===== src/design/sfwb_pkg.sv =====
// ----------------------------------------------------------------------------
// sfwb_pkg
// Types, codes and helpers shared by the sensor frame window buffer.
// ----------------------------------------------------------------------------
package sfwb_pkg;

  localparam int unsigned IDX_W   = 6;
  localparam int unsigned CNT_W   = 7;
  localparam int unsigned SMP_W   = 16;
  localparam int unsigned MAX_CH  = 4;
  localparam int unsigned QDEPTH  = 2;
  localparam int unsigned CFG_IDX_W = 2;
  localparam int unsigned CFG_DAT_W = 7;

  localparam logic [2:0] REQ_PUT    = 3'd0;
  localparam logic [2:0] REQ_FPUT   = 3'd1;
  localparam logic [2:0] REQ_AT     = 3'd2;
  localparam logic [2:0] REQ_RANGE  = 3'd3;
  localparam logic [2:0] REQ_LAST   = 3'd4;
  localparam logic [2:0] REQ_COLUMN = 3'd5;
  localparam logic [2:0] REQ_CLEAR  = 3'd6;
  localparam logic [2:0] REQ_UNUSED = 3'd7;

  localparam logic [2:0] ST_OK       = 3'd0;
  localparam logic [2:0] ST_FILTERED = 3'd1;
  localparam logic [2:0] ST_INDEX    = 3'd2;
  localparam logic [2:0] ST_REVERSED = 3'd3;
  localparam logic [2:0] ST_EMPTY    = 3'd4;
  localparam logic [2:0] ST_OVERFLOW = 3'd5;

  localparam logic [CFG_IDX_W-1:0] REG_MAX_LENGTH = 2'd0;
  localparam logic [CFG_IDX_W-1:0] REG_UNLIMITED  = 2'd1;

  typedef enum logic [1:0] {
    CMD_RESULT,
    CMD_WRITE,
    CMD_READ
  } cmd_kind_e;

  typedef struct packed {
    logic [2:0]        req_type;
    logic [IDX_W-1:0]  index_a;
    logic [IDX_W-1:0]  index_b;
    logic [1:0]        meas_sel;
    logic signed [15:0] match_value;
    logic signed [15:0] in_m0;
    logic signed [15:0] in_m1;
    logic signed [15:0] in_m2;
    logic signed [15:0] in_m3;
  } in_item_t;

  typedef struct packed {
    logic [2:0]        status;
    logic signed [15:0] out_m0;
    logic signed [15:0] out_m1;
    logic signed [15:0] out_m2;
    logic signed [15:0] out_m3;
    logic              last_of_run;
    logic [CNT_W-1:0]  frame_count;
    logic              is_full;
    logic              is_fresh;
  } out_item_t;

  typedef struct packed {
    cmd_kind_e                    kind;
    logic [2:0]                   status;
    logic [IDX_W-1:0]             slot;
    logic [CNT_W-1:0]             len;
    logic                         col;
    logic [1:0]                   sel;
    logic [MAX_CH-1:0][SMP_W-1:0] data;
    logic [CNT_W-1:0]             count;
    logic                         full;
    logic                         fresh;
  } cmd_t;

  function automatic logic signed [SMP_W-1:0] sext_smp(input logic [SMP_W-1:0] x,
                                                      input int unsigned bits);
    logic signed [SMP_W-1:0] t;
    t = x << (SMP_W - bits);
    return t >>> (SMP_W - bits);
  endfunction

endpackage


===== src/design/sfwb_ram.sv =====
// ----------------------------------------------------------------------------
// sfwb_ram
// Generic single-write, single-read RAM with registered read data.
// ----------------------------------------------------------------------------
module sfwb_ram #(
  parameter int unsigned WIDTH = 64,
  parameter int unsigned DEPTH = 64
) (
  input  logic                     clk_i,
  input  logic                     we_i,
  input  logic [$clog2(DEPTH)-1:0] waddr_i,
  input  logic [WIDTH-1:0]         wdata_i,
  input  logic                     re_i,
  input  logic [$clog2(DEPTH)-1:0] raddr_i,
  output logic [WIDTH-1:0]         rdata_o
);

  logic [WIDTH-1:0] mem_q [DEPTH];
  logic [WIDTH-1:0] rdata_q;

  always_ff @(posedge clk_i) begin
    if (we_i) begin
      mem_q[waddr_i] <= wdata_i;
    end
    if (re_i) begin
      rdata_q <= mem_q[raddr_i];
    end
  end

  assign rdata_o = rdata_q;

endmodule


===== src/design/sfwb_cmd_queue.sv =====
// ----------------------------------------------------------------------------
// sfwb_cmd_queue
// Two-entry command queue between the front and the back.
// ----------------------------------------------------------------------------
module sfwb_cmd_queue
  import sfwb_pkg::*;
(
  input  logic clk_i,
  input  logic rst_ni,
  input  logic push_valid_i,
  output logic push_ready_o,
  input  cmd_t push_cmd_i,
  output logic pop_valid_o,
  input  logic pop_i,
  output cmd_t pop_cmd_o
);

  localparam int unsigned PW = $clog2(QDEPTH);

  cmd_t               ent_q [QDEPTH];
  logic [PW-1:0]      wr_q, wr_d;
  logic [PW-1:0]      rd_q, rd_d;
  logic [PW:0]        cnt_q, cnt_d;
  logic               push, pop;

  assign push_ready_o = (cnt_q != (PW+1)'(QDEPTH));
  assign pop_valid_o  = (cnt_q != '0);
  assign pop_cmd_o    = ent_q[rd_q];
  assign push         = push_valid_i && push_ready_o;
  assign pop          = pop_i && pop_valid_o;

  always_comb begin
    wr_d  = push ? wr_q + 1'b1 : wr_q;
    rd_d  = pop ? rd_q + 1'b1 : rd_q;
    cnt_d = cnt_q + (PW+1)'(push) - (PW+1)'(pop);
  end

  always_ff @(posedge clk_i or negedge rst_ni) begin
    if (!rst_ni) begin
      wr_q  <= '0;
      rd_q  <= '0;
      cnt_q <= '0;
    end else begin
      wr_q  <= wr_d;
      rd_q  <= rd_d;
      cnt_q <= cnt_d;
    end
  end

  always_ff @(posedge clk_i) begin
    if (push) begin
      ent_q[wr_q] <= push_cmd_i;
    end
  end

endmodule


===== src/design/sfwb_front.sv =====
// ----------------------------------------------------------------------------
// sfwb_front
// Accepts requests, tracks window count, pointer and fresh flag, and turns
// each request except REQ_UNUSED into a result, store-write or read-run command.
// ----------------------------------------------------------------------------
module sfwb_front
  import sfwb_pkg::*;
#(
  parameter int unsigned DEPTH       = 64,
  parameter int unsigned CHANNELS    = 4,
  parameter int unsigned SAMPLE_BITS = 16
) (
  input  logic                 clk_i,
  input  logic                 rst_ni,
  input  logic                 cfg_we_i,
  input  logic [CFG_IDX_W-1:0] cfg_idx_i,
  input  logic [CFG_DAT_W-1:0] cfg_wdata_i,
  input  logic                 in_valid_i,
  output logic                 in_ready_o,
  input  in_item_t             in_item_i,
  output logic                 push_valid_o,
  input  logic                 push_ready_i,
  output cmd_t                 push_cmd_o
);

  localparam int unsigned AW = $clog2(DEPTH);
  localparam int unsigned CW = $clog2(DEPTH + 1);

  logic [CNT_W-1:0] max_len_q;
  logic             unl_q;
  logic [CW-1:0]    cnt_q, cnt_d;
  logic [AW-1:0]    ptr_q, ptr_d;
  logic             fresh_q, fresh_d;

  logic                         acc;
  logic [CNT_W-1:0]             eff_max, cnt7, ia7, ib7;
  logic                         sel_ok, match_ok, do_put;
  logic [MAX_CH-1:0][SMP_W-1:0] smp;
  logic signed [SMP_W-1:0]      sel_smp;
  cmd_t                         cmd;

  function automatic logic [AW-1:0] wrap(input logic [AW:0] s);
    logic [AW:0] r;
    r = (s >= (AW+1)'(DEPTH)) ? s - (AW+1)'(DEPTH) : s;
    return r[AW-1:0];
  endfunction

  assign acc          = in_valid_i && in_ready_o;
  assign in_ready_o   = push_ready_i;
  assign push_valid_o = in_valid_i && (in_item_i.req_type != REQ_UNUSED);
  assign push_cmd_o   = cmd;

  assign smp     = {in_item_i.in_m3, in_item_i.in_m2, in_item_i.in_m1, in_item_i.in_m0};
  assign eff_max = (max_len_q == '0) ? CNT_W'(1) :
                   (max_len_q > CNT_W'(DEPTH)) ? CNT_W'(DEPTH) : max_len_q;
  assign cnt7    = CNT_W'(cnt_q);
  assign ia7     = CNT_W'(in_item_i.index_a);
  assign ib7     = CNT_W'(in_item_i.index_b);
  assign sel_ok  = ({1'b0, in_item_i.meas_sel} < 3'(CHANNELS));
  assign sel_smp = sext_smp(smp[in_item_i.meas_sel] & SMP_W'((1 << SAMPLE_BITS) - 1),
                            SAMPLE_BITS);
  assign match_ok = (sel_smp == in_item_i.match_value);

  always_comb begin
    cnt_d   = cnt_q;
    ptr_d   = ptr_q;
    fresh_d = fresh_q;
    cmd        = '0;
    cmd.kind   = CMD_RESULT;
    cmd.status = ST_OK;
    cmd.len    = CNT_W'(1);
    cmd.sel    = in_item_i.meas_sel;
    cmd.data   = smp;
    do_put     = 1'b0;

    unique case (in_item_i.req_type)
      REQ_PUT: begin
        do_put = 1'b1;
      end
      REQ_FPUT: begin
        if (!sel_ok) begin
          cmd.status = ST_INDEX;
        end else if (!match_ok) begin
          cmd.status = ST_FILTERED;
        end else begin
          do_put = 1'b1;
        end
      end
      REQ_AT: begin
        if (cnt_q == '0) begin
          cmd.status = ST_EMPTY;
        end else if (ia7 >= cnt7) begin
          cmd.status = ST_INDEX;
        end else begin
          cmd.kind = CMD_READ;
          cmd.slot = IDX_W'(wrap((AW+1)'(ptr_q) + (AW+1)'(in_item_i.index_a)));
        end
      end
      REQ_RANGE: begin
        fresh_d = 1'b0;
        if (cnt_q == '0) begin
          cmd.status = ST_EMPTY;
        end else if (ia7 >= cnt7 || ib7 >= cnt7) begin
          cmd.status = ST_INDEX;
        end else if (ia7 > ib7) begin
          cmd.status = ST_REVERSED;
        end else begin
          cmd.kind = CMD_READ;
          cmd.slot = IDX_W'(wrap((AW+1)'(ptr_q) + (AW+1)'(in_item_i.index_a)));
          cmd.len  = ib7 - ia7 + CNT_W'(1);
        end
      end
      REQ_LAST: begin
        fresh_d = 1'b0;
        if (cnt_q == '0) begin
          cmd.status = ST_EMPTY;
        end else begin
          cmd.kind = CMD_READ;
          cmd.slot = IDX_W'(wrap((AW+1)'(ptr_q) + (AW+1)'(cnt_q) - (AW+1)'(1)));
        end
      end
      REQ_COLUMN: begin
        if (!sel_ok) begin
          cmd.status = ST_INDEX;
        end else if (cnt_q == '0) begin
          cmd.status = ST_EMPTY;
        end else begin
          cmd.kind = CMD_READ;
          cmd.col  = 1'b1;
          cmd.slot = IDX_W'(ptr_q);
          cmd.len  = cnt7;
        end
      end
      REQ_CLEAR: begin
        cnt_d = '0;
        ptr_d = '0;
      end
      default: begin
      end
    endcase

    if (do_put) begin
      if (cnt_q == CW'(DEPTH)) begin
        if (unl_q) begin
          cmd.status = ST_OVERFLOW;
        end else begin
          cmd.kind = CMD_WRITE;
          cmd.slot = IDX_W'(ptr_q);
          ptr_d    = wrap((AW+1)'(ptr_q) + (AW+1)'(1));
          fresh_d  = 1'b1;
        end
      end else begin
        cmd.kind = CMD_WRITE;
        cmd.slot = IDX_W'(wrap((AW+1)'(ptr_q) + (AW+1)'(cnt_q)));
        fresh_d  = 1'b1;
        if (!unl_q && (cnt7 + CNT_W'(1) > eff_max)) begin
          ptr_d = wrap((AW+1)'(ptr_q) + (AW+1)'(1));
        end else begin
          cnt_d = cnt_q + CW'(1);
        end
      end
    end

    cmd.count = CNT_W'(cnt_d);
    cmd.full  = !unl_q && (CNT_W'(cnt_d) == eff_max);
    cmd.fresh = fresh_d;
  end

  always_ff @(posedge clk_i or negedge rst_ni) begin
    if (!rst_ni) begin
      cnt_q     <= '0;
      ptr_q     <= '0;
      fresh_q   <= 1'b0;
      max_len_q <= CNT_W'(64);
      unl_q     <= 1'b0;
    end else begin
      if (acc) begin
        cnt_q   <= cnt_d;
        ptr_q   <= ptr_d;
        fresh_q <= fresh_d;
      end
      if (cfg_we_i) begin
        unique case (cfg_idx_i)
          REG_MAX_LENGTH: max_len_q <= cfg_wdata_i;
          REG_UNLIMITED:  unl_q     <= cfg_wdata_i[0];
          default: begin
          end
        endcase
      end
    end
  end

endmodule


===== src/design/sfwb_back.sv =====
// ----------------------------------------------------------------------------
// sfwb_back
// Executes queued commands in order: writes frames, walks read runs through
// the frame memory and drives the output register.
// ----------------------------------------------------------------------------
module sfwb_back
  import sfwb_pkg::*;
#(
  parameter int unsigned DEPTH       = 64,
  parameter int unsigned CHANNELS    = 4,
  parameter int unsigned SAMPLE_BITS = 16
) (
  input  logic      clk_i,
  input  logic      rst_ni,
  input  logic      head_valid_i,
  input  cmd_t      head_cmd_i,
  output logic      pop_o,
  output logic      out_valid_o,
  input  logic      out_ready_i,
  output out_item_t out_item_o
);

  localparam int unsigned AW = $clog2(DEPTH);
  localparam int unsigned FW = CHANNELS * SAMPLE_BITS;

  typedef struct packed {
    logic             last;
    logic             col;
    logic [1:0]       sel;
    logic [CNT_W-1:0] count;
    logic             full;
    logic             fresh;
  } rd_meta_t;

  logic [CNT_W-1:0] pos_q, pos_d;
  logic             rd_pend_q, rd_pend_d;
  rd_meta_t         meta_q, meta_d;
  out_item_t        out_q, out_d;
  logic             out_valid_q, out_valid_d;

  logic                         out_free, mv, imm, issue, run_end;
  logic [AW-1:0]                raddr, waddr;
  logic [AW:0]                  rsum;
  logic [FW-1:0]                wdata, rdata;
  logic [MAX_CH-1:0][SMP_W-1:0] rsmp;

  for (genvar c = 0; c < MAX_CH; c++) begin : g_ch
    if (c < CHANNELS) begin : g_used
      assign wdata[c*SAMPLE_BITS +: SAMPLE_BITS] = head_cmd_i.data[c][SAMPLE_BITS-1:0];
      assign rsmp[c] = sext_smp(SMP_W'(rdata[c*SAMPLE_BITS +: SAMPLE_BITS]), SAMPLE_BITS);
    end else begin : g_unused
      assign rsmp[c] = '0;
    end
  end

  assign out_free = !out_valid_q || out_ready_i;
  assign mv       = rd_pend_q && out_free;
  assign imm      = head_valid_i && (head_cmd_i.kind != CMD_READ) && !rd_pend_q && out_free;
  assign issue    = head_valid_i && (head_cmd_i.kind == CMD_READ) && (!rd_pend_q || mv);
  assign run_end  = (pos_q == head_cmd_i.len - CNT_W'(1));
  assign pop_o    = imm || (issue && run_end);
  assign rsum     = (AW+1)'(head_cmd_i.slot[AW-1:0]) + (AW+1)'(pos_q);
  assign raddr    = (rsum >= (AW+1)'(DEPTH)) ? AW'(rsum - (AW+1)'(DEPTH)) : rsum[AW-1:0];
  assign waddr    = head_cmd_i.slot[AW-1:0];

  sfwb_ram #(
    .WIDTH(FW),
    .DEPTH(DEPTH)
  ) u_ram (
    .clk_i  (clk_i),
    .we_i   (imm && (head_cmd_i.kind == CMD_WRITE)),
    .waddr_i(waddr),
    .wdata_i(wdata),
    .re_i   (issue),
    .raddr_i(raddr),
    .rdata_o(rdata)
  );

  always_comb begin
    pos_d       = pos_q;
    rd_pend_d   = rd_pend_q;
    meta_d      = meta_q;
    out_d       = out_q;
    out_valid_d = out_valid_q && !out_ready_i;

    if (mv) begin
      out_d             = '0;
      out_d.status      = ST_OK;
      out_d.last_of_run = meta_q.last;
      out_d.frame_count = meta_q.count;
      out_d.is_full     = meta_q.full;
      out_d.is_fresh    = meta_q.fresh;
      if (meta_q.col) begin
        out_d.out_m0 = rsmp[meta_q.sel];
      end else begin
        out_d.out_m0 = rsmp[0];
        out_d.out_m1 = rsmp[1];
        out_d.out_m2 = rsmp[2];
        out_d.out_m3 = rsmp[3];
      end
      out_valid_d = 1'b1;
      rd_pend_d   = 1'b0;
    end

    if (imm) begin
      out_d             = '0;
      out_d.status      = head_cmd_i.status;
      out_d.last_of_run = 1'b1;
      out_d.frame_count = head_cmd_i.count;
      out_d.is_full     = head_cmd_i.full;
      out_d.is_fresh    = head_cmd_i.fresh;
      out_valid_d       = 1'b1;
    end

    if (issue) begin
      rd_pend_d    = 1'b1;
      meta_d.last  = run_end;
      meta_d.col   = head_cmd_i.col;
      meta_d.sel   = head_cmd_i.sel;
      meta_d.count = head_cmd_i.count;
      meta_d.full  = head_cmd_i.full;
      meta_d.fresh = head_cmd_i.fresh;
      pos_d        = run_end ? '0 : pos_q + CNT_W'(1);
    end
  end

  always_ff @(posedge clk_i or negedge rst_ni) begin
    if (!rst_ni) begin
      pos_q       <= '0;
      rd_pend_q   <= 1'b0;
      out_valid_q <= 1'b0;
    end else begin
      pos_q       <= pos_d;
      rd_pend_q   <= rd_pend_d;
      out_valid_q <= out_valid_d;
    end
  end

  always_ff @(posedge clk_i) begin
    meta_q <= meta_d;
    out_q  <= out_d;
  end

  assign out_valid_o = out_valid_q;
  assign out_item_o  = out_q;

endmodule


===== src/design/sensor_frame_window_buffer_core.sv =====
// ----------------------------------------------------------------------------
// sensor_frame_window_buffer_core
// Sliding window of sensor frames with drop-oldest or reject-when-full puts.
// Puts, clear and errors: one item per cycle while out_ready_i is high, via
// queue and output register. Reads: queue, memory read and output register,
// then one frame per cycle for range and column runs if out_ready_i is high.
// Reset clears count, pointer, fresh flag, queue and output; the frame memory
// keeps its contents. Registers reset to max_length 64, unlimited_mode 0.
// ----------------------------------------------------------------------------
module sensor_frame_window_buffer_core
  import sfwb_pkg::*;
#(
  parameter int unsigned DEPTH       = 64,
  parameter int unsigned CHANNELS    = 4,
  parameter int unsigned SAMPLE_BITS = 16
) (
  input  logic                 clk_i,
  input  logic                 rst_ni,
  input  logic                 cfg_we_i,
  input  logic [CFG_IDX_W-1:0] cfg_idx_i,
  input  logic [CFG_DAT_W-1:0] cfg_wdata_i,
  input  logic                 in_valid_i,
  output logic                 in_ready_o,
  input  in_item_t             in_item_i,
  output logic                 out_valid_o,
  input  logic                 out_ready_i,
  output out_item_t            out_item_o
);

  logic push_valid, push_ready, head_valid, pop;
  cmd_t push_cmd, head_cmd;

  sfwb_front #(
    .DEPTH      (DEPTH),
    .CHANNELS   (CHANNELS),
    .SAMPLE_BITS(SAMPLE_BITS)
  ) u_front (
    .clk_i       (clk_i),
    .rst_ni      (rst_ni),
    .cfg_we_i    (cfg_we_i),
    .cfg_idx_i   (cfg_idx_i),
    .cfg_wdata_i (cfg_wdata_i),
    .in_valid_i  (in_valid_i),
    .in_ready_o  (in_ready_o),
    .in_item_i   (in_item_i),
    .push_valid_o(push_valid),
    .push_ready_i(push_ready),
    .push_cmd_o  (push_cmd)
  );

  sfwb_cmd_queue u_queue (
    .clk_i       (clk_i),
    .rst_ni      (rst_ni),
    .push_valid_i(push_valid),
    .push_ready_o(push_ready),
    .push_cmd_i  (push_cmd),
    .pop_valid_o (head_valid),
    .pop_i       (pop),
    .pop_cmd_o   (head_cmd)
  );

  sfwb_back #(
    .DEPTH      (DEPTH),
    .CHANNELS   (CHANNELS),
    .SAMPLE_BITS(SAMPLE_BITS)
  ) u_back (
    .clk_i       (clk_i),
    .rst_ni      (rst_ni),
    .head_valid_i(head_valid),
    .head_cmd_i  (head_cmd),
    .pop_o       (pop),
    .out_valid_o (out_valid_o),
    .out_ready_i (out_ready_i),
    .out_item_o  (out_item_o)
  );

endmodule


===== config.mk =====
export PLATFORM = sky130hd
export DESIGN_NAME = sensor_frame_window_buffer_core
export DESIGN_NICKNAME = d
export VERILOG_FILES = /design/src/design/sfwb_pkg.sv /design/src/design/sfwb_ram.sv /design/src/design/sfwb_cmd_queue.sv /design/src/design/sfwb_front.sv /design/src/design/sfwb_back.sv /design/src/design/sensor_frame_window_buffer_core.sv
export SDC_FILE = /design/constraint.sdc
export NUM_CORES = 2
export LEC_CHECK = 0
export BUFFER_PORTS_ARGS = -buffer_cell sky130_fd_sc_hd__clkbuf_2
export CORE_MARGIN = 2
export CORE_UTILIZATION = 35
export CTS_CLUSTER_SIZE = 16
export DETAILED_ROUTE_END_ITERATION = 8
export PLACE_DENSITY = 0.53
export SLEW_MARGIN = 20
export SYNTH_ARGS = -nofsm -noshare
export SYNTH_HDL_FRONTEND = slang
export SYNTH_MEMORY_MAX_BITS = 65536
export SYNTH_SLANG_ARGS = --single-unit

===== constraint.sdc =====
create_clock -name clk_i -period 15.45 [get_ports clk_i]
set_clock_uncertainty 0.05 [all_clocks]
set_input_delay 0.7725 -clock clk_i [delete_from_list [all_inputs] [get_ports clk_i]]
set_output_delay 0.7725 -clock clk_i [all_outputs]
set_load 0.01 [all_outputs]

==> reports/qor.yml <==
power_and_ir_drop:
  power.switching_uw: 17120
  internal-power_uw: 31430
  ir_drop_uv: 681.6
  powerDensity_mw_per_mm2: 245.4
  clkPwrFrac_pct: 22.5
  combPwrFrac_pct: 45.2
  seqPwrFrac_pct: 32.3
  switching_share_pct: 35.26
  leakagePower_uw: 0.06170
critical_path:
  max_stage_delay_ps: 1180
  crit_slowest_cell: "fa_4"
  crit_family: "buffers and inverters"
  crit_path_cell_trace: "mux2_2 -> ha_4 -> fa_4 -> buf_4 -> buf_12 -> buf_4 -> mux4_2 -> mux4_2 -> nor2b_1 -> a211oi_1 -> a21oi_1"
  worstPathArrival_ps: 7350
  ff2ff_path_depth: 11
  critPathKind: "flop to flop"
  start_kind: "flop"
  worst_ep_required_time_ps: 16140
  crit_buf_inv: 3
  cp_max_fo: 113
  path_depth: 11
  end_kind: "flop"
yosys:
  postSynthCellCount: 7351
  syn_area_mm2: 0.1722
  synth_cell_types: 63
  ys_seq_elements: 4473
  synth_edf_count: 4373
  async_reset_ff_share_pct: 0.7825
  ys_warn_count: 0
  ys_seq_area_share_pct: 77.52
  syn_avg_cell_area_um2: 23.43
  synth_top_area_share_pct: 76.25
  yosysTopAreaCell: "edfxtp_1"
  synth_flop_cell: "edfxtp_1"
  syn-num-nets: 7525
  synthTopCellsByArea: "edfxtp_1, mux4_2, dfxtp_1"
route:
  viasPerCell: 5.730
  drtIter0Drc: 11450
  routed_wl_mm: 529.4
  vias: 84600
  postRouteAntennaNets: 0
  wl_per_cell_um: 35.86
  drtPass1Iterations: 6
  drc: 0
layout:
  final_cell_mix: "edfxtp_1, mux4_2, clkbuf_16"
  final_common_cell: "edfxtp_1"
  fin_cells: 14760
  final_layout_size_suffix_gt1_share_pct: 30.66
  final_nets: 8070
  area_growth_pct: 14.90
  fill_cells: 42700
grt:
  grt_pass1_wl_mm: 718.3
  use_met1_pct: 28.66
  antenna_found_initial: 38
  grt_max_degree: 127
  grt_use_met2_pct: 33.50
  track_usage_pct: 20.76
  use_met3_pct: 4.358
  grt.busiest_layer: "met2"
  overflow: 0
  grt_pass1_vias: 84810
sta:
  clock.fmax_mhz: 150.2
  rsz0062_at_grt: "no"
  slew_violations: 0
  fin_setup_tns_ps: 0
  slew_headroom_pct: 15.77
  hold_viol_final: 0
  setup_viol: 0
  finalCriticalPeriod_ps: 6659
  tightest_slew_ps: 1263
  hold_ws_ps: 103.7
  finalCritPeriodShare_pct: 43.10
floorplan:
  die_x_um: 705.4
  rows: 257
  initial_core_util_pct: 35.14
  core_mm2: 0.4901
  die_y_um: 705.4
  die-area_mm2: 0.4977
  io_pins: 190
clock_tree:
  clk_pin_slew_ps: 60
  cts_made_buffers: 456
  cts_resized: 0
  clk_path_buf_depth: 4
  h-tree-depth: 5
  cts_tree: "built"
  worstSkewPairLatency_ps: 1060
  cts-root-buf: "clkbuf_16"
  cts.sink_count: 4473
placed_design:
  place.gp.congestion: 0.8221
  portBuffers: 189
  dp_hpwl_mm: 284.3
  place_inst: 13870
worst_hold_path:
  hold-path-cell-count: 1
  worst_hold_path_type: "input pin to flop"
status:
  outcome: "finished clean"
flow_run:
  cap_violations: 0
[cell usage after synthesis (all sizes together) (20+ instances only)]
library cell	n
a211oi	69
a21o	23
a21oi	176
a22o	20
buf	88
clkbuf	292
dfrtp	34
dfxtp	65
edfxtp	4373
ha	59
inv	73
mux2	92
mux2i	83
mux4	1296
nand2	74
nand3	36
nor2	157
nor2b	73
nor3	45
o21ai	43
o22ai	21
xnor2	45
[cell families (layout without fill, tap and decap cells)]
family / after synthesis / count (layout) / share of synthesized area (%)
flops: 4473 / 4473 / 77.52
mux: 1471 / 1471 / 18.05
buf+inv: 454 / 1382 / 1.010
simple gates: 447 / 447 / 1.255
compound gates: 385 / 385 / 1.392
fa+ha+maj: 63 / 63 / 0.4752
xor+xnor: 58 / 58 / 0.2950
other cells: 0 / 10 / 0
[power groups by stage]
| stage | registers [uW] | clock network, uW | logic, uW |
|---|---|---|---|
| global route | 15700 | 11500 | 23200 |
| CTS | 15700 | 11100 | 22200 |
| detailed placement | 16000 | 0 | 22100 |
| global placement | 15900 | 0 | 21900 |
| finish | 15700 | 10900 | 22000 |
| floorplan | 15800 | 0 | 15300 |
[registers in the layout, indices dropped and copies added, names as in the netlist]
name and cells:
u_back.meta_q 13, u_back.out_item_o 77, u_back.out_valid_o 1, u_back.pos_q 7, u_back.rd_pend_q 1, u_back.u_ram.mem_q 4096, u_back.u_ram.rdata_o 64, u_front.cnt7 7
u_front.fresh_q 1, u_front.max_len_q 7, u_front.ptr_q 6, u_front.unl_q 1, u_queue.cnt_q 2, u_queue.ent_q 188, u_queue.rd_q 1, u_queue.wr_q 1
[what timing repair did]
action,CTS,global route
hold endpoints to repair,98,0
setup buffers,0,0
hold buffers,36,0
[final timing paths]
kind	startpoint	end	slack, ps
setup / recovery	u_queue.rd_q$_DFFE_PN0P_	u_back.u_ram.rdata_o[17]$_DFFE_PP_	8790
hold / removal	in_item_i[5]	u_queue.ent_q[0][62]$_DFFE_PP_	100
setup reg to reg	u_queue.rd_q$_DFFE_PN0P_	u_back.u_ram.rdata_o[17]$_DFFE_PP_	8790
hold reg to reg	u_back.meta_q[12]$_DFFE_PP_	u_back.out_item_o[9]$_SDFFE_PP1P_	420
max in group asynchronous	rst_ni	u_queue.rd_q$_DFFE_PN0P_	14160
min in group asynchronous	rst_ni	u_front.unl_q$_DFFE_PN0P_	440
[per-stage QoR]
stage	utilization, %	setup slack [ps]	power [uW]	cell area, um^2
floorplan	-	8623	31070	172200
global placement	37.21	8702	37830	182400
detailed placement	37.26	8752	38030	182600
CTS	40.32	8803	48940	197600
global route	40.37	8493	50460	197800
finish	40.38	8791	48550	197900
[layer usage]
layer  wire length (um)  vias up
li1                   -    32550
met1             212200    47160
met2             253200     4119
met3              48100      756
met4              15760       12
met5                 88        -
[cell type report]
cell class | count | area [um^2] | share of cell area [%]
diodes | 10 | 25.02 | 0.01265
inverters | 74 | 277.8 | 0.1404
multi-input cells | 2424 | 37800 | 19.11
clock buffers | 553 | 11830 | 5.978
clock inverters | 288 | 2810 | 1.420
well taps | 6475 | 8102 | 4.094
repair buffers | 467 | 3520 | 1.779
flip-flops and latches | 4473 | 133500 | 67.47
[worst reg2reg max path, stage by stage (launching register included)]
cell and delay (ps):
dfrtp_4 590, mux2_2 430, ha_4 180, fa_4 1180
buf_4 780, buf_12 730, buf_4 970, mux4_2 500
mux4_2 480, nor2b_1 150, a211oi_1 300, a21oi_1 90
No activity file was read; power rests on OpenSTA's default activity.
